<file path="config.mk">
export PLATFORM = sky130hd
export DESIGN_NAME = mfr_ctrl
export DESIGN_NICKNAME = d
export VERILOG_FILES = /design/src/hw/rtl/mfr_pkg.sv /design/src/hw/rtl/mfr_ctrl.sv
export SDC_FILE = /design/constraint.sdc
export NUM_CORES = 1
export LEC_CHECK = 0
export ABC_AREA = 0
export ABC_CLOCK_PERIOD_IN_PS = 11300
export BUFFER_PORTS_ARGS = -buffer_cell sky130_fd_sc_hd__buf_4
export CORE_MARGIN = 5
export CORE_UTILIZATION = 42
export CTS_CLUSTER_DIAMETER = 100
export DETAILED_ROUTE_END_ITERATION = 16
export SLEW_MARGIN = 10
export SYNTH_ARGS = -nofsm -noshare
export SYNTH_HDL_FRONTEND = slang
export SYNTH_SLANG_ARGS = --single-unit
export TNS_END_PERCENT = 10
</file>
<file path="constraint.sdc">
create_clock -name i_clk -period 11.3 [get_ports i_clk]
set_clock_uncertainty 0.2 [all_clocks]
set_input_delay 2.26 -clock i_clk [delete_from_list [all_inputs] [get_ports i_clk]]
set_output_delay 2.26 -clock i_clk [all_outputs]
set_load 0.01 [all_outputs]
</file>
<file path="src/hw/rtl/mfr_pkg.sv">
`timescale 1ns / 1ps
// ============================================================================
// mfr_pkg
// Shared types and constants of the mono framebuffer rotator: store and
// counter widths, the item codes, the controller state type and the
// structs that travel between the controller and the top level.
// ============================================================================
package mfr_pkg;

    // Widest source image that is rotated; wider settings saturate here.
    localparam int MAX_WIDTH     = 1024;
    // Longest padded output row in bytes before a fetch reports too wide.
    localparam int MAX_ROW_BYTES = 68;
    // Frame store size in bytes.
    localparam int STORE_DEPTH   = 69632;

    localparam int CFG_W      = 11;                         // register width
    localparam int STORE_AW   = $clog2(STORE_DEPTH);        // load address
    localparam int ROW_W      = $clog2(MAX_WIDTH);          // output row
    localparam int COL_W      = $clog2(MAX_ROW_BYTES);      // byte in row
    localparam int STRIDE_W   = $clog2(MAX_WIDTH / 8) + 1;  // bytes per line
    localparam int RB_W       = CFG_W - 2;                  // padded row bytes
    localparam int PIX_ADDR_W = STRIDE_W + CFG_W;           // byte address
    localparam int X_W        = COL_W + 3;                  // output pixel

    localparam logic [CFG_W-1:0] RST_WIDTH  = CFG_W'(800);
    localparam logic [CFG_W-1:0] RST_HEIGHT = CFG_W'(480);

    // Configuration register indexes.
    localparam logic CFG_IDX_WIDTH  = 1'b0;
    localparam logic CFG_IDX_HEIGHT = 1'b1;

    // Item kinds.
    localparam logic MODE_LOAD  = 1'b0;
    localparam logic MODE_FETCH = 1'b1;

    typedef enum logic [2:0] {
        S_IDLE,
        S_PREP,
        S_WRITE,
        S_ADDR,
        S_READ,
        S_DONE
    } t_state;

    typedef struct packed {
        logic                we;
        logic [STORE_AW-1:0] waddr;
        logic [7:0]          wdata;
        logic                re;
        logic [STORE_AW-1:0] raddr;
    } t_ram_req;

    typedef struct packed {
        logic [7:0] out_byte;
        logic       row_done;
        logic       image_done;
        logic       too_wide;
    } t_result;

endpackage

</file>
<file path="src/hw/rtl/mfr_ctrl.sv">
`timescale 1ns / 1ps
// ============================================================================
// mfr_ctrl
// Item sequencer of the rotator: writes load words into the frame store and
// gathers each fetch word from eight store reads, one per cycle.
// ============================================================================
module mfr_ctrl
    import mfr_pkg::*;
(
    input  logic             i_clk,
    input  logic             i_rst_n,
    input  logic             i_in_valid,
    output logic             o_in_ready,
    input  logic             i_mode,
    input  logic [16:0]      i_load_addr,
    input  logic [7:0]       i_load_byte,
    input  logic [CFG_W-1:0] i_img_width,
    input  logic [CFG_W-1:0] i_img_height,
    output t_ram_req         o_ram_req,
    input  logic [7:0]       i_ram_rdata,
    input  logic             i_out_free,
    output logic             o_res_push,
    output t_result          o_res
);

    t_state r_state, n_state;

    logic                  r_mode;
    logic [16:0]           r_laddr;
    logic [7:0]            r_lbyte;
    logic [ROW_W-1:0]      r_row;
    logic [COL_W-1:0]      r_col;
    logic [PIX_ADDR_W-1:0] r_img_bytes;
    logic [PIX_ADDR_W-1:0] r_addr;
    logic [ROW_W-1:0]      r_sx;
    logic [X_W-1:0]        r_x;
    logic [3:0]            r_issue;
    logic                  r_pend;
    logic                  r_pend_ok;
    logic [7:0]            r_byte;
    logic                  r_empty;
    logic                  r_wide;

    logic [CFG_W-1:0]      eff_w;
    logic [STRIDE_W-1:0]   stride;
    logic [CFG_W:0]        words;
    logic [RB_W-1:0]       row_bytes;
    logic                  is_empty;
    logic                  is_wide;
    logic                  out_of_range;
    logic [ROW_W-1:0]      sx;
    logic [PIX_ADDR_W-1:0] sy0;
    logic [PIX_ADDR_W-1:0] start_addr;
    logic                  rd_ok;
    logic                  row_end;
    logic                  img_end;
    logic                  load_ok;

    // Image geometry, all from the registers, which the user must hold still during an item (not enforced).
    always_comb begin
        eff_w     = (i_img_width > CFG_W'(MAX_WIDTH)) ? CFG_W'(MAX_WIDTH) : i_img_width;
        stride    = STRIDE_W'(eff_w >> 3);
        words     = ({1'b0, i_img_height} + (CFG_W+1)'(31)) >> 5;
        row_bytes = RB_W'({words, 2'b00});
        is_empty  = (eff_w == '0) || (i_img_height == '0);
        is_wide   = row_bytes > RB_W'(MAX_ROW_BYTES);
        out_of_range = ({1'b0, r_row} >= eff_w) || (RB_W'(r_col) >= row_bytes);
        // Source column of this output row and source row of its first pixel.
        sx        = ROW_W'(eff_w - CFG_W'(1) - CFG_W'(r_row));
        sy0       = PIX_ADDR_W'(i_img_height) - PIX_ADDR_W'(1)
                    - PIX_ADDR_W'({r_col, 3'b000});
        start_addr = PIX_ADDR_W'(sy0 * stride) + PIX_ADDR_W'(sx[ROW_W-1:3]);
        rd_ok     = ({1'b0, r_x} < i_img_height) && (r_addr < r_img_bytes)
                    && (r_addr < PIX_ADDR_W'(STORE_DEPTH));
        row_end   = RB_W'(r_col) == (row_bytes - RB_W'(1));
        img_end   = row_end && ({1'b0, r_row} == (eff_w - CFG_W'(1)));
        load_ok   = (PIX_ADDR_W'(r_laddr) < r_img_bytes)
                    && (PIX_ADDR_W'(r_laddr) < PIX_ADDR_W'(STORE_DEPTH));
    end

    // Next state.
    always_comb begin
        n_state = r_state;
        unique case (r_state)
            S_IDLE: begin
                if (i_in_valid) begin
                    n_state = S_PREP;
                end
            end
            S_PREP: begin
                priority if (r_mode == MODE_LOAD) begin
                    n_state = S_WRITE;
                end else if (is_empty || is_wide) begin
                    n_state = S_DONE;
                end else begin
                    n_state = S_ADDR;
                end
            end
            S_WRITE: n_state = S_IDLE;
            S_ADDR:  n_state = S_READ;
            S_READ: begin
                if (r_issue == 4'd8) begin
                    n_state = S_DONE;
                end
            end
            S_DONE: begin
                if (i_out_free) begin
                    n_state = S_IDLE;
                end
            end
            default: n_state = S_IDLE;
        endcase
    end

    // Outputs.
    always_comb begin
        o_in_ready      = 1'b0;
        o_res_push      = 1'b0;
        o_ram_req.we    = 1'b0;
        o_ram_req.waddr = r_laddr[STORE_AW-1:0];
        o_ram_req.wdata = r_lbyte;
        o_ram_req.re    = 1'b0;
        o_ram_req.raddr = r_addr[STORE_AW-1:0];
        o_res.out_byte   = r_byte;
        o_res.row_done   = row_end;
        o_res.image_done = img_end;
        o_res.too_wide   = 1'b0;
        unique case (r_state)
            S_IDLE:  o_in_ready = 1'b1;
            S_WRITE: o_ram_req.we = load_ok;
            S_READ:  o_ram_req.re = (r_issue != 4'd8) && rd_ok;
            S_DONE: begin
                o_res_push = i_out_free;
                priority if (r_empty) begin
                    o_res.out_byte   = 8'h00;
                    o_res.row_done   = 1'b1;
                    o_res.image_done = 1'b1;
                end else if (r_wide) begin
                    o_res.out_byte   = 8'h00;
                    o_res.row_done   = 1'b0;
                    o_res.image_done = 1'b0;
                    o_res.too_wide   = 1'b1;
                end else begin
                    o_res.too_wide   = 1'b0;
                end
            end
            default: ;
        endcase
    end

    // Control state.
    always_ff @(posedge i_clk) begin
        if (!i_rst_n) begin
            r_state <= S_IDLE;
            r_row   <= '0;
            r_col   <= '0;
            r_pend  <= 1'b0;
        end else begin
            r_state <= n_state;
            if ((r_state == S_PREP) && (r_mode == MODE_FETCH) && !is_empty
                && !is_wide && out_of_range) begin
                r_row <= '0;
                r_col <= '0;
            end
            if (r_state == S_READ) begin
                r_pend <= (r_issue != 4'd8);
            end else begin
                r_pend <= 1'b0;
            end
            if ((r_state == S_DONE) && i_out_free) begin
                priority if (r_empty) begin
                    r_row <= '0;
                    r_col <= '0;
                end else if (r_wide) begin
                    r_row <= r_row;
                end else if (row_end) begin
                    r_col <= '0;
                    r_row <= img_end ? '0 : r_row + ROW_W'(1);
                end else begin
                    r_col <= r_col + COL_W'(1);
                end
            end
        end
    end

    // Datapath.
    always_ff @(posedge i_clk) begin
        if ((r_state == S_IDLE) && i_in_valid) begin
            r_mode  <= i_mode;
            r_laddr <= i_load_addr;
            r_lbyte <= i_load_byte;
        end
        if (r_state == S_PREP) begin
            r_img_bytes <= PIX_ADDR_W'(stride) * PIX_ADDR_W'(i_img_height);
            r_empty     <= is_empty;
            r_wide      <= !is_empty && is_wide;
        end
        if (r_state == S_ADDR) begin
            r_sx    <= sx;
            r_addr  <= start_addr;
            r_x     <= {r_col, 3'b000};
            r_issue <= '0;
            r_byte  <= '0;
        end
        if (r_state == S_READ) begin
            if (r_issue != 4'd8) begin
                r_pend_ok <= rd_ok;
                r_addr    <= r_addr - PIX_ADDR_W'(stride);
                r_x       <= r_x + X_W'(1);
                r_issue   <= r_issue + 4'd1;
            end
            if (r_pend) begin
                r_byte <= {r_byte[6:0], r_pend_ok & i_ram_rdata[~r_sx[2:0]]};
            end
        end
    end

    a_push_needs_room: assert property (@(posedge i_clk) disable iff (!i_rst_n)
        o_res_push |-> i_out_free)
        else $error("result pushed into a full output register");

    a_accept_starts: assert property (@(posedge i_clk) disable iff (!i_rst_n)
        (i_in_valid && o_in_ready) |=> (r_state == S_PREP))
        else $error("accepted word did not start processing");

    a_counters_in_range: assert property (@(posedge i_clk) disable iff (!i_rst_n)
        (o_res_push && !r_empty && !r_wide)
        |=> ((RB_W'(r_col) < row_bytes) && ({1'b0, r_row} < eff_w)))
        else $error("output position left the image after a fetch");

    a_eight_reads: assert property (@(posedge i_clk) disable iff (!i_rst_n)
        ((r_state == S_DONE) && !r_empty && !r_wide) |-> (r_issue == 4'd8))
        else $error("fetch finished without eight store reads");

endmodule

</file>
; Yosys cells after proc, flatten, opt, wreduce, memory -nomap -nowiden
; Cells that the tools add are included.
[totals]
inputBits = 60
out_inout_bits = 57
ramBits = 0
romBits = 0
regBits = 113
memories = 0
latchBits = 0
word_cells = 119
[classes]
eq_ne = 13
n_div = 0
n_lt_le_gt_ge = 10
bitwise = 2
shifts = 0
n_reduce_logical = 23
multipliers = 2
add_sub_neg = 12
mux = 41
[op_table]
columns = op, count
row1 = two-way mux 10 bit, 11
row2 = two-way mux 19 bit, 3
row3 = two-way mux 7 bit, 5
row4 = two-way mux 8 bit, 3
row5 = zero test 11 bit, 2
row6 = two-way mux 11 bit, 2
row7 = "adder 10 x 1 -> 10 bit, second input constant", 2
row8 = adder 19 x 7 -> 19 bit, 1
row9 = < comparator 17 x 19 -> 1 bit, 1
row10 = "< comparator 19 x 17 -> 1 bit, second input constant", 1
row11 = < comparator 19 bit, 1
row12 = multiplier 13 x 9 -> 19 bit, 1
row13 = multiplier 8 x 11 -> 19 bit, 1
row14 = subtractor 19 x 8 -> 19 bit, 1
row15 = "< comparator 17 bit, second input constant", 1
row16 = two-way mux 3 bit, 5
row17 = case mux 3 bit (5 select lines), 1
row18 = subtractor 12 x 11 -> 13 bit, 1
row19 = "adder 11 x 5 -> 12 bit, second input constant", 1
row20 = logical AND 1 bit, 12
row21 = two-way mux 4 bit, 3
row22 = "subtractor 11 x 1 -> 12 bit, second input constant", 1
row23 = equality test 10 x 11 -> 1 bit, 1
row24 = >= comparator 10 x 11 -> 1 bit, 1
row25 = 27 further kinds, 41

; Logic depth before layout (Yosys ltp)
; Gate-level depths: netlist (run 1).
[depth]
word_depth = 13
mapped_depth = 31
ltp_nobuf = 29

; Worst setup path before layout (run 1)
; Ideal clock, no wire load.
[synth_timing]
path_type = input port to flip-flop
start = input i_img_height[0]
end = register r_addr[17]
setup_time_ps = 116
n_path_buf = 2
t_required_ps = 10984
cell_stages = 27
arrival_ps = 9158
path_slack_ps = 1826
path_cell_list = buf_1 > inv_2 > ha_1 > or4b_1 > buf_4 > nor2_1 > xnor2_1 > ha_1 > o21a_1 > o31a_1 > o41a_1 > a2111oi_1 > or2_2 > nand2_1 > fa_1 > inv_1 > fa_1 > fa_1 > fa_1 > ha_1 > ha_1 > o21a_1 > nor2_1 > nor3_1 > a2111oi_0 > xnor2_1 > o211a_1
[synth_via]
elab_chain_len = 7
[synth_lines]
columns = element, line
row1 = "start, declared", mfr_ctrl.sv:18  ; input logic [CFG_W-1:0] i_img_height,
row2 = subtractor 11 x 1 -> 12 bit *, mfr_ctrl.sv:70  ; sy0 = PIX_ADDR_W'(i_img_height) - PIX_ADDR_W'(1)
row3 = subtractor 12 x 11 -> 13 bit *, mfr_ctrl.sv:71  ; - PIX_ADDR_W'({r_col, 3'b000});
row4 = multiplier 13 x 9 -> 19 bit *, mfr_ctrl.sv:72  ; start_addr = PIX_ADDR_W'(sy0 * stride) + PIX_ADDR_W'(sx[ROW_W-1:3]);
row5 = adder 19 x 7 -> 19 bit *, mfr_ctrl.sv:72
row6 = two-way mux 19 bit *, mfr_ctrl.sv:198  ; if (r_state == S_ADDR) begin
row7 = two-way mux 19 bit, mfr_ctrl.sv:206  ; if (r_issue != 4'd8) begin
row8 = two-way mux 19 bit *, mfr_ctrl.sv:205  ; if (r_state == S_READ) begin
row9 = "end signal, assigned", mfr_ctrl.sv:200  ; r_addr <= start_addr;
row10 = "end signal, assigned", mfr_ctrl.sv:208  ; r_addr <= r_addr - PIX_ADDR_W'(stride);
row11 = "end, declared", mfr_ctrl.sv:34  ; logic [PIX_ADDR_W-1:0] r_addr;
; Every way passes the cells marked *; elsewhere a longest branch is shown, timed or not.
; A chain may end at the register's enable or synchronous reset.

; Final worst setup path (run 1)
; Ends and elaborated chain as after synthesis.

==> results of run 1 <==
==> worst max path at each step <==
stage	from	to	slack, ns	cells after the start
6_report	i_img_height[0]	r_addr[17]	1.48	26
3_5_place_dp	i_img_height[0]	r_addr[17]	1.14	26
5_1_grt	i_img_height[0]	r_addr[17]	0.85	26
3_3_place_gp	i_img_height[0]	r_addr[17]	1.32	26
4_1_cts	i_img_height[0]	r_addr[17]	1.55	26
2_1_floorplan	i_img_height[0]	r_addr[17]	1.83	27
==> sequential cells by signal, indices dropped and copies added (netlist names) <==
signal / flops
r_issue: 4
r_sx: 3
r_x: 10
r_col: 7
r_pend: 1
r_state: 3
r_laddr: 17
r_pend_ok: 1
r_addr: 19
r_lbyte: 8
r_byte: 8
r_empty: 1
r_row: 10
r_img_bytes: 19
r_wide: 1
r_mode: 1
==> through the flow <==
stage | hold WS (ns) | utilization | cells | setup slack [ns]
after detailed placement | 0.2529 | 0.4622 | 2149 | 1.141
after global routing | 0.2885 | 0.4801 | 2181 | 0.8477
after CTS | 0.2611 | 0.4801 | 2181 | 1.551
after floorplan | 0.2314 | - | 1643 | 1.826
after global placement | 0.2448 | 0.4622 | 2149 | 1.317
final | 0.2661 | 0.4801 | 2181 | 1.480
==> routing by layer <==
metal  vias up  share of wire  wire [um]
li1       5714              -          -
met1      5722           0.46      18640
met2       375           0.45      18270
met3        54          0.061       2479
met4         0          0.025        998
met5         -              0          0
==> synthesized netlist by cell type, types with 29 or more instances <==
cell / count
o21ai_0: 57
inv_1: 209
ha_1: 189
nor2b_1: 29
a21o_1: 30
clkbuf_1: 38
nand3_1: 30
xnor2_1: 70
a21oi_1: 71
dfxtp_1: 62
edfxtp_1: 51
nand2_1: 165
fa_1: 134
nor2_1: 156
==> cells by family after synthesis <==
family	after synthesis	share of synthesized area
fa+ha+maj	323	0.3507
simple gates	523	0.1706
flops	113	0.1926
xor+xnor	88	0.05451
compound gates	302	0.1455
mux	4	0.004520
buf+inv	290	0.08154
==> tightest hold or removal path: cells and delay by family (launching register included) <==
kind,cells,cell delay [ns]
simple gates,1,0.05
compound gates,1,0.06
flops,1,0.31
==> layout make-up <==
cell class	count	area (um2)	share of cell area
multi-input combinational	1240	10460	0.6464
timing repair buffer	127	953.4	0.05893
inverter	221	829.5	0.05127
sequential	113	2773	0.1714
clock buffer	22	508.0	0.03140
tap	448	560.5	0.03465
clock inverter	10	96.34	0.005955
==> power groups by stage <==
stage / clock network, W / logic (W) / registers (W)
floorplan: 0 / 0.000973 / 0.000588
global placement: 0 / 0.00128 / 0.000622
detailed placement: 0 / 0.00129 / 0.000625
CTS: 0.000564 / 0.00131 / 0.000616
global route: 0.000579 / 0.00148 / 0.000629
finish: 0.000553 / 0.00130 / 0.000618
==> run_results.csv, run 1 <==
group,metric,value,unit
layout,final_common_cell,"inv_1",
pwr,p_int,0.001428,W
synthesis,ys_seq_area_frac,0.1926,
critical_path,worst-path-max-fanout,13,
pwr,power_frac_seq,0.250,
global_routing,grt.busiest_layer,"met2",
sta,setup_viol,0,
synthesis,async_flop_share,0,
pwr,power,0.002472,W
layout,drive_above_1_share,0.1085,
hold_path,hold_path_startpoint,"r_byte[7]",
critical_path,cp_top_family,"adder cells",
critical_path,path_buf_inv,3,
routing,viasPerCell,5.440,
synthesis,synth_seq_cells,113,
pwr,power_density,152.8,nW/um2
clocking,cts_resized,0,
hold_path,holdCritPathClass,"flip-flop to flip-flop",
sta,hold_viol_final,0,
synthesis,synth_area_leader_cell,"fa_1",
hold_path,min_to,"r_byte[7]",
clocking,cts_root_buffer,"clkbuf_16",
clocking,cts.htree.levels,4,
critical_path,worstRegToRegCells,21,
routing,wl_per_cell,18.52,um
global_routing,grt_pass1_wl,65.12,mm
layout,area_delta_synth_final,12.41,%
critical_path,required,11.42,ns
clocking,clockBufferDepth,2,
critical_path,slowest_delay,0.70,ns
sta,slew_headroom,0.3105,
critical_path,cp-end-kind,"flip-flop",
global_routing,grt_overflow,0,
pwr,power_frac_comb,0.526,
sta,setup_tns,0,ns
placement,hpwl,32.32,mm
synthesis,synthTopCellsByArea,"fa_1 (19%), ha_1 (16%), edfxtp_1 (11%)",
synthesis,synth_cell_types,86,
clocking,path_clk_slew,0.06,ns
critical_path,crit_type,"input pin to flip-flop",
routing,drt-initial-drc-count,848,
die,fp.dieW,195.1,um
clocking,hold_buffers,0,
synthesis,netlist_area,14390,um2
die,start_util,0.4271,
critical_path,arrival,9.94,ns
routing,dr.pass1.iters,5,
clocking,cts.sinks,113,
clocking,clk_latency,0.44,ns
synthesis,syn_nets,2026,
die,rows,67,
global_routing,grt_max_degree,32,
global_routing,grt_use_met2,0.3439,
critical_path,r2r_slack,4.22,ns
critical_path,reg2reg_to,"r_addr[17]",
pwr,p_leak,7.560,nW
sta,min_period,9.820,ns
routing,drc,0,
sta,worst_pin_slew,1.033,ns
pwr,p_sw_frac,0.4222,
global_routing,grt.total_usage,0.2129,
die,die_h,195.1,um
placement,io_buffers,116,
global_routing,antenna_found_initial,0,
synthesis,ys.flop_type,"dfxtp_1",
die,core_area,33700,um2
clocking,cts_made_buffers,17,
hold_path,hold_depth,2,
critical_path,cpMaxStageDelayCell,"or4b_1",
layout,layout.cells.most_common_list,"inv_1 (209), ha_1 (189), nand2_1 (165)",
critical_path,startpoint_type,"input pin",
critical_path,timing.rr.start,"r_col[1]",
synthesis,synth_warnings,0,
placement,dpl_cell_area,15570,um2
layout,antenna_cells,0,
synthesis,syn_area_per_cell,8.760,um2
synthesis,synth_top_area_frac,0.1864,
sta,period_share,0.8690,
pwr,clockPowerShare,0.224,
routing,wl,40.39,mm
routing,ant_nets,0,
synthesis,synth-edff-count,51,
global_routing,grtUsageMet3,0.03757,
sta,finalMaxSlewViolations,0,
sta,clock.fmax,101.8,MHz
die,num_io_pins,117,
layout,fillCellCount,3276,
layout,final_nets,2103,
clocking,cts_setup_buffers,0,
synthesis,syn_inst,1643,
clocking,cts_tree,"yes",
layout,fin_area,16180,um2
run,drv_cap,0,
sta,rsz0062_at_grt,"false",
pwr,p_switching,0.001043,W
routing,num_vias,11870,
status,status,"finished clean",
pwr,vdd_drop_max,0.1065,mV
placement,place_congestion,0.8906,
die,die-area,38070,um2
global_routing,grt_pass1_vias,11940,
global_routing,grt_use_met1,0.2939,
Power figures use the tool's default switching activity.
==> inputs of run 2 (changes only) <==
--- a/config.mk
+++ b/config.mk
@@ -6,7 +6,7 @@
 export NUM_CORES = 1
 export LEC_CHECK = 0
 export ABC_AREA = 0
-export ABC_CLOCK_PERIOD_IN_PS = 11300
+export ABC_CLOCK_PERIOD_IN_PS = 11310
 export BUFFER_PORTS_ARGS = -buffer_cell sky130_fd_sc_hd__buf_4
 export CORE_MARGIN = 5
 export CORE_UTILIZATION = 42
==> constraint.sdc (replaced) <==
create_clock -name i_clk -period 11.31 [get_ports i_clk]
set_clock_uncertainty 0.2 [all_clocks]
set_input_delay 2.262 -clock i_clk [delete_from_list [all_inputs] [get_ports i_clk]]
set_output_delay 2.262 -clock i_clk [all_outputs]
set_load 0.01 [all_outputs]
==> run_results.csv, run 2 (synthesis gave the netlist of run 1 again) <==
group,metric,value,unit
global_routing,grt_overflow,0,
critical_path,arrival,9.94,ns
routing,num_vias,11850,
layout,layout.cells.most_common_list,"inv_1 (209), ha_1 (189), nand2_1 (165)",
sta,setup_viol,0,
layout,final_nets,2103,
pwr,p_switching,0.001045,W
placement,place_congestion,0.8892,
pwr,power_frac_comb,0.526,
routing,dr.pass1.iters,5,
pwr,p_sw_frac,0.4233,
global_routing,grt_max_degree,32,
critical_path,slowest_delay,0.71,ns
pwr,power_density,152.6,nW/um2
pwr,clockPowerShare,0.224,
layout,area_delta_synth_final,12.41,%
clocking,clockBufferDepth,2,
clocking,hold_buffers,0,
critical_path,startpoint_type,"input pin",
global_routing,antenna_found_initial,0,
sta,rsz0062_at_grt,"false",
global_routing,grt_pass1_wl,64.87,mm
sta,slew_headroom,0.3354,
routing,ant_nets,0,
clocking,cts_root_buffer,"clkbuf_16",
routing,viasPerCell,5.431,
routing,wl,40.52,mm
routing,wl_per_cell,18.58,um
pwr,power_frac_seq,0.251,
clocking,path_clk_slew,0.06,ns
placement,dp_cells,2149,
die,die-area,38070,um2
pwr,p_leak,7.562,nW
hold_path,holdCritPathClass,"flip-flop to flip-flop",
clocking,cts_resized,0,
critical_path,cp-end-kind,"flip-flop",
clocking,cts.htree.levels,4,
run,drv_cap,0,
sta,period_share,0.8691,
die,start_util,0.4271,
sta,setup_tns,0,ns
die,num_io_pins,117,
die,die_h,195.1,um
pwr,p_int,0.001424,W
critical_path,path_buf_inv,3,
layout,fillCellCount,3333,
clocking,cts_made_buffers,17,
clocking,cts_tree,"yes",
pwr,power,0.002469,W
layout,reg_top3,"r_addr (19), r_img_bytes (19), r_laddr (17)",
critical_path,cp_top_family,"adder cells",
die,fp.dieW,195.1,um
sta,finalMaxSlewViolations,0,
critical_path,cpMaxStageDelayCell,"or4b_1",
layout,antenna_cells,0,
critical_path,worst-path-max-fanout,13,
layout,instances_no_fill,2181,
status,status,"finished clean",
layout,final_common_cell,"inv_1",
layout,drive_above_1_share,0.1096,
global_routing,grt_pass1_vias,11910,
die,rows,67,
clocking,clk_latency,0.43,ns
clocking,cts_setup_buffers,0,
sta,min_period,9.829,ns
placement,hpwl,32.39,mm
critical_path,required,11.42,ns
sta,clock.fmax,101.7,MHz
pwr,vdd_drop_max,0.09349,mV
routing,drt-initial-drc-count,839,
global_routing,grt.total_usage,0.2120,
sta,hold_viol_final,0,
critical_path,crit_type,"input pin to flip-flop",
sta,worst_pin_slew,0.9958,ns
die,core_area,33700,um2
routing,drc,0,
placement,io_buffers,116,
clocking,cts.sinks,113,
## run 2: worst min-delay path, stage by stage (launching register included)
cell and delay (ns):
dfxtp_1 0.30, nand2_1 0.05, o21ai_0 0.06
## run 2: worst paths after layout
kind / from / end / slack, ns / cells past startpoint
max: i_img_height[0] / r_addr[17] / 1.48 / 26
min: r_byte[7] / r_byte[7] / 0.26 / 2
max reg2reg: r_col[1] / r_addr[17] / 4.27 / 21
min reg2reg: r_byte[7] / r_byte[7] / 0.26 / 2
## run 2: cell type report
| cell class | count | area (um2) | area share |
|---|---|---|---|
| Inverter | 221 | 829.5 | 0.05128 |
| Sequential cell | 113 | 2773 | 0.1714 |
| Clock inverter | 10 | 97.59 | 0.006032 |
| Timing Repair Buffer | 127 | 953.4 | 0.05893 |
| Clock buffer | 22 | 505.5 | 0.03125 |
| Tap cell | 448 | 560.5 | 0.03465 |
| Multi-Input combinational cell | 1240 | 10460 | 0.6465 |
## run 2: per-stage QoR
step / utilization / hold WS [ns] / setup WS (ns) / area (um2)
after floorplan: - / 0.2314 / 1.834 / 14390
after global placement: 0.4622 / 0.2448 / 1.329 / 15570
after detailed placement: 0.4622 / 0.2527 / 1.122 / 15570
after CTS: 0.4801 / 0.2607 / 1.570 / 16180
after global routing: 0.4801 / 0.2944 / 0.7535 / 16180
final: 0.4801 / 0.2557 / 1.481 / 16180
## run 2: layer usage
layer | GRT usage | up-vias | part of all wire
met5 | 0 | - | 0
met4 | 0.05586 | 0 | 0.022
met1 | 0.2929 | 5766 | 0.46
li1 | - | 5710 | -
met2 | 0.3486 | 324 | 0.46
met3 | 0.03343 | 45 | 0.054
## run 2: power by group through the flow
stage | Sequential (W) | Combinational, W | Clock [W]
finish | 0.000618 | 0.00130 | 0.000552
global route | 0.000628 | 0.00148 | 0.000580
CTS | 0.000617 | 0.00131 | 0.000563
detailed placement | 0.000625 | 0.00129 | 0
global placement | 0.000622 | 0.00128 | 0
floorplan | 0.000588 | 0.000972 | 0
